===== src/rtl/range_min_segment_tree_top_assert.svh =====
// ----------------------------------------------------------------------------
// Range-minimum segment tree: assertion macros
// Clocked on clock, disabled while reset is high.
// ----------------------------------------------------------------------------
`ifndef RANGE_MIN_SEGMENT_TREE_TOP_ASSERT_SVH
`define RANGE_MIN_SEGMENT_TREE_TOP_ASSERT_SVH

// same-cycle implication
`define RMST_ASSERT_IMPLIES(label, ante, cons, msg) \
   label: assert property (@(posedge clock) disable iff (reset) (ante) |-> (cons)) \
      else $error(msg);

// next-cycle implication
`define RMST_ASSERT_NEXT(label, ante, cons, msg) \
   label: assert property (@(posedge clock) disable iff (reset) (ante) |=> (cons)) \
      else $error(msg);

`endif


===== src/rtl/rmst_pkg.sv =====
// ----------------------------------------------------------------------------
// rmst_pkg
// Shared widths, codes and types of the range-minimum segment tree.
// ----------------------------------------------------------------------------
package rmst_pkg;

   localparam int DW      = 32;   // node / value width
   localparam int IDX_W   = 11;   // position and query_high width
   localparam int CMD_W   = 2;
   localparam int CNT_W   = 11;   // leaf_count register width
   localparam int CSR_AW  = 3;
   localparam int CSR_DW  = 32;

   localparam logic signed [DW-1:0] EMPTY_VAL        = 32'sh7FFF_FFFF;
   localparam logic [CNT_W-1:0]     LEAF_COUNT_RESET = 11'd1024;

   // command codes
   localparam logic [CMD_W-1:0] CMD_INIT  = 2'd0;
   localparam logic [CMD_W-1:0] CMD_WRITE = 2'd1;
   localparam logic [CMD_W-1:0] CMD_QUERY = 2'd2;

   // register index (paddr[2])
   localparam logic [0:0] REG_LEAF_COUNT = 1'b0;

   typedef enum logic [3:0] {
      ST_CLEAR,
      ST_IDLE,
      ST_FILL,
      ST_BUILD_RD,
      ST_BUILD_WR,
      ST_UP_RD,
      ST_UP_WR,
      ST_Q_RUN,
      ST_Q_OUT
   } state_type;

endpackage


===== src/rtl/rmst_csr.sv =====
// ----------------------------------------------------------------------------
// rmst_csr
// APB register file: holds leaf_count.
// ----------------------------------------------------------------------------
module rmst_csr (
   input  logic                        clock,
   input  logic                        reset,
   input  logic                        psel,
   input  logic                        penable,
   input  logic                        pwrite,
   input  logic [rmst_pkg::CSR_AW-1:0] paddr,
   input  logic [rmst_pkg::CSR_DW-1:0] pwdata,
   output logic [rmst_pkg::CSR_DW-1:0] prdata,
   output logic                        pready,
   output logic [rmst_pkg::CNT_W-1:0]  leaf_count
);
   import rmst_pkg::*;

   logic [CNT_W-1:0] leaf_count_ff, leaf_count_in;
   logic             wr_hit;

   assign wr_hit = psel && penable && pwrite && (paddr[2] == REG_LEAF_COUNT);

   always_comb begin
      leaf_count_in = leaf_count_ff;
      if (wr_hit) begin
         leaf_count_in = pwdata[CNT_W-1:0];
      end
   end

   always_ff @(posedge clock) begin
      if (reset) begin
         leaf_count_ff <= LEAF_COUNT_RESET;
      end else begin
         leaf_count_ff <= leaf_count_in;
      end
   end

   always_comb begin
      prdata = '0;
      if (paddr[2] == REG_LEAF_COUNT) begin
         prdata = CSR_DW'(leaf_count_ff);
      end
   end

   assign pready     = 1'b1;
   assign leaf_count = leaf_count_ff;

endmodule


===== config.mk =====
export PLATFORM = sky130hd
export DESIGN_NAME = rmst_csr
export DESIGN_NICKNAME = d
export VERILOG_FILES = /design/src/rtl/range_min_segment_tree_top_assert.svh /design/src/rtl/rmst_pkg.sv /design/src/rtl/rmst_csr.sv
export SDC_FILE = /design/constraint.sdc
export NUM_CORES = 1
export LEC_CHECK = 0
export BUFFER_PORTS_ARGS = -buffer_cell sky130_fd_sc_hd__buf_2
export CAP_MARGIN = 20
export CELL_PAD_IN_SITES_DETAIL_PLACEMENT = 0
export CELL_PAD_IN_SITES_GLOBAL_PLACEMENT = 1
export CORE_MARGIN = 2
export CORE_UTILIZATION = 21
export CTS_CLUSTER_SIZE = 24
export DETAILED_ROUTE_END_ITERATION = 10
export GPL_TIMING_DRIVEN = 0
export PLACE_DENSITY_LB_ADDON = 0.1
export SLEW_MARGIN = 10
export SYNTH_ARGS = -nofsm -noshare
export SYNTH_HDL_FRONTEND = slang
export SYNTH_SLANG_ARGS = --single-unit

===== constraint.sdc =====
create_clock -name clock -period 0.8 [get_ports clock]
set_input_delay 0 -clock clock [delete_from_list [all_inputs] [get_ports clock]]
set_output_delay 0 -clock clock [all_outputs]
set_load 0.01 [all_outputs]

==> metrics <==
status finished with violations; violations in the final reports setup timing; Min-Delay Path Class in2reg; Port-buffer cells 38; Logic pwr share 0.269; Highest Clock Rate 1149 MHz; worst min-delay path endpoint leaf_count[5]; combined area of all synthesized cells 752.0 um2; number of antenna-violating nets in the routed design 0; layout overhead on the synthesized area 76.87%; post-detailed-route via-to-cell ratio 3.433; crit start category flip-flop; leak pwr 0.6718 nW; Internal Pwr Total 0.0009632 W; Critical R2R Launch leaf_count[3]; final clock period utilization by the worst path 1.088; count of different cell masters after synthesis 12; Req. time, crit path 0.80 ns; Sw Pwr 0.0003494 W; horizontal die dimension 63.84 um; global-route wire length before repair 2704 um; simple-gate portion of the synthesized area 0.2879; Slowest cell on crit path sky130_fd_sc_hd__dfxtp_2; total number of vias 714; Overall Power 0.001313 W; syn avg cell area 8.952 um2; end of the worst register-to-register path leaf_count[3]; fraction of the yosys area taken by sequential cells 0.2928; largest stage delay on the critical path 0.35 ns; post-synthesis adder-cell area fraction 0; area of the die 4076 um2; max-cap check violation count 0; flip-flop count of the largest register after layout 11; CTS max path bufs 2; Gate Count Post-Synth 84; area fraction in compound gates after synthesis 0; total power divided by cell area 986.9 nW/um2; TritonRoute pass-1 iters 2; number of top-level pins 84; critical path class reg2out; core area 3390 um2; HPWL reported at the end of detailed placement 1294 um; chain of cells forming the critical path nor2b_1 -> buf_2; kind of cell with the highest combined delay on the critical path flip-flops; Yosys warning total 0; detailed-route wire length 1808 um; Chip Height 63.84 um; via count of the first global-routing pass 625; final routed DRC violation total 0; Peak supply drop 0.0003770 V; Row Count 21; final setup margin -0.07017 ns; clk sink count 11; pin count of the biggest net entering global routing 11; Post-Place Cell Area 1075 um2; buffering stage count on the worst path with inverters included 1; Starting Density 0.2219; unrepaired setup endpoints after global routing yes; final hold vios 0; minimum clock period after layout 0.8702 ns; multiplexer area fraction after synthesis 0.1464; parity-gate share of the synthesized area counting xor and xnor cells 0; Total Routing Usage GR 0.08521; worst r2r path cells 3; Final Slew Violations 0; antenna diode count 0; clock latency at the later pin of the worst-skew pair 0.27 ns; arrival time at the worst endpoint 0.87 ns; 1st-iter DRT viols 9; grt total ovfl 0; Post-layout nets 203; hold depth 3; setup TNS -0.6955 ns; share of final-layout standard cells stronger than drive strength 1 0.5185; cell area after layout 1330 um2; critical path endpoint category output pin; CTS tree done; antenna violations before repair 0; top fanout value on the critical path 3; final clock skew 0 ns; Avg WL per Cell 8.692 um; total of flip-flops plus latches after synthesis 11; post-CTS clock slew at the launch and capture registers of the worst setup and hold paths 0.08 ns; root buffer selected by CTS sky130_fd_sc_hd__clkbuf_4; Finish-stage setup viols 15; dominant combinational cell family by area after synthesis simple AND/OR/NAND/NOR gates; Reg2Reg Setup Slack 0.13 ns; clock network power share 0.297; last weighted congestion value of the routability-driven placer 0.6349; relative contribution of sequential cells to total power 0.434; Num CTS Buffers 3; htree depth 1; total of fill cells in the finished design 352; worst min-delay path startpoint reset; switching portion of total power 0.2662
==> worst max path at each step <==
stage,slack [ns],startpoint,to,cells past startpoint
after floorplan,0.11,paddr[2],leaf_count[0],3
after global placement,-0.05,paddr[2],leaf_count[1],4
after detailed placement,-0.08,paddr[2],leaf_count[2],4
after CTS,-0.08,leaf_count[8],prdata[8],2
after global routing,-0.13,leaf_count[4],prdata[4],2
final,-0.07,leaf_count[7],prdata[7],2
==> stage by stage <==
stage	utilization	std cells	setup slack, ns	hold WS [ns]
floorplan	-	104	0.1070	0.1547
global placement	0.3171	188	-0.05097	0.2576
detailed placement	0.3171	188	-0.07610	0.2699
CTS	0.3750	206	-0.07801	0.03232
global route	0.3924	208	-0.1268	0.02928
finish	0.3924	208	-0.07017	0.03091
==> metal layers <==
layer  wire length [um]  global-route usage
met1                716             0.09733
met2                946              0.1471
met3                145             0.02641
met4                  0             0.03261
met5                  0                   0
==> final cells by class <==
cell class | instances | area (um2) | area share
clock buffers | 4 | 26.28 | 0.01976
repair buffers | 54 | 390.4 | 0.2935
flip-flops and latches | 11 | 234.0 | 0.1759
multi-input cells | 67 | 424.2 | 0.3189
plain buffers | 26 | 197.7 | 0.1486
well taps | 46 | 57.56 | 0.04327
==> cell usage in the layout, fill, tap and decap left out, types with 3 or more instances in the layout <==
master                          instances
sky130_fd_sc_hd__mux2i_1               11
sky130_fd_sc_hd__clkbuf_1               3
sky130_fd_sc_hd__nand2b_1              20
sky130_fd_sc_hd__buf_4                 23
sky130_fd_sc_hd__dfxtp_2               11
sky130_fd_sc_hd__clkbuf_4               3
sky130_fd_sc_hd__buf_6                 10
sky130_fd_sc_hd__dlygate4sd3_1         11
sky130_fd_sc_hd__conb_1                22
sky130_fd_sc_hd__nor2b_1                8
sky130_fd_sc_hd__buf_2                 33
==> synthesized netlist by cell type <==
master | n | share of area
sky130_fd_sc_hd__buf_12 | 1 | 0.027
sky130_fd_sc_hd__nor2_1 | 2 | 0.010
sky130_fd_sc_hd__mux2i_1 | 11 | 0.15
sky130_fd_sc_hd__dfxtp_1 | 11 | 0.29
sky130_fd_sc_hd__buf_2 | 1 | 0.0066
sky130_fd_sc_hd__nor2b_1 | 10 | 0.083
sky130_fd_sc_hd__and4b_4 | 1 | 0.018
sky130_fd_sc_hd__buf_4 | 22 | 0.22
sky130_fd_sc_hd__conb_1 | 2 | 0.010
sky130_fd_sc_hd__nand2b_1 | 20 | 0.17
sky130_fd_sc_hd__clkbuf_1 | 2 | 0.010
sky130_fd_sc_hd__and2b_1 | 1 | 0.010
==> worst reg2reg max path, cell delays in order (launching register included) <==
cell and delay [ns]:
sky130_fd_sc_hd__dfxtp_2 0.33, sky130_fd_sc_hd__buf_4 0.12, sky130_fd_sc_hd__nand2b_1 0.06, sky130_fd_sc_hd__mux2i_1 0.06
==> logic make-up (layout without fill, tap and decap cells) <==
| kind of cell | Yosys count | after routing |
|---|---|---|
| simple gates | 34 | 34 |
| buf+inv | 26 | 84 |
| mux | 11 | 11 |
| flops | 11 | 11 |
| other cells | 2 | 22 |
==> power by group through the flow <==
stage	Sequential (W)	Combinational (W)	Clock, W
2_1_floorplan	0.000585	0.000206	0
4_1_cts	0.000570	0.000341	0.000407
5_1_grt	0.000572	0.000390	0.000441
6_report	0.000570	0.000353	0.000390
3_5_place_dp	0.000580	0.000290	0
3_3_place_gp	0.000580	0.000289	0
==> repair_timing <==
| item | 4_1_cts | 5_1_grt |
|---|---|---|
| endpoints found under the setup margin | 11 | 14 |
| gates resized for setup | 15 | 8 |
| endpoints found under the hold margin | 11 | 0 |
| setup buffers | 3 | 2 |
| hold buffers | 11 | 0 |
No activity file was read; power rests on OpenSTA's default activity.
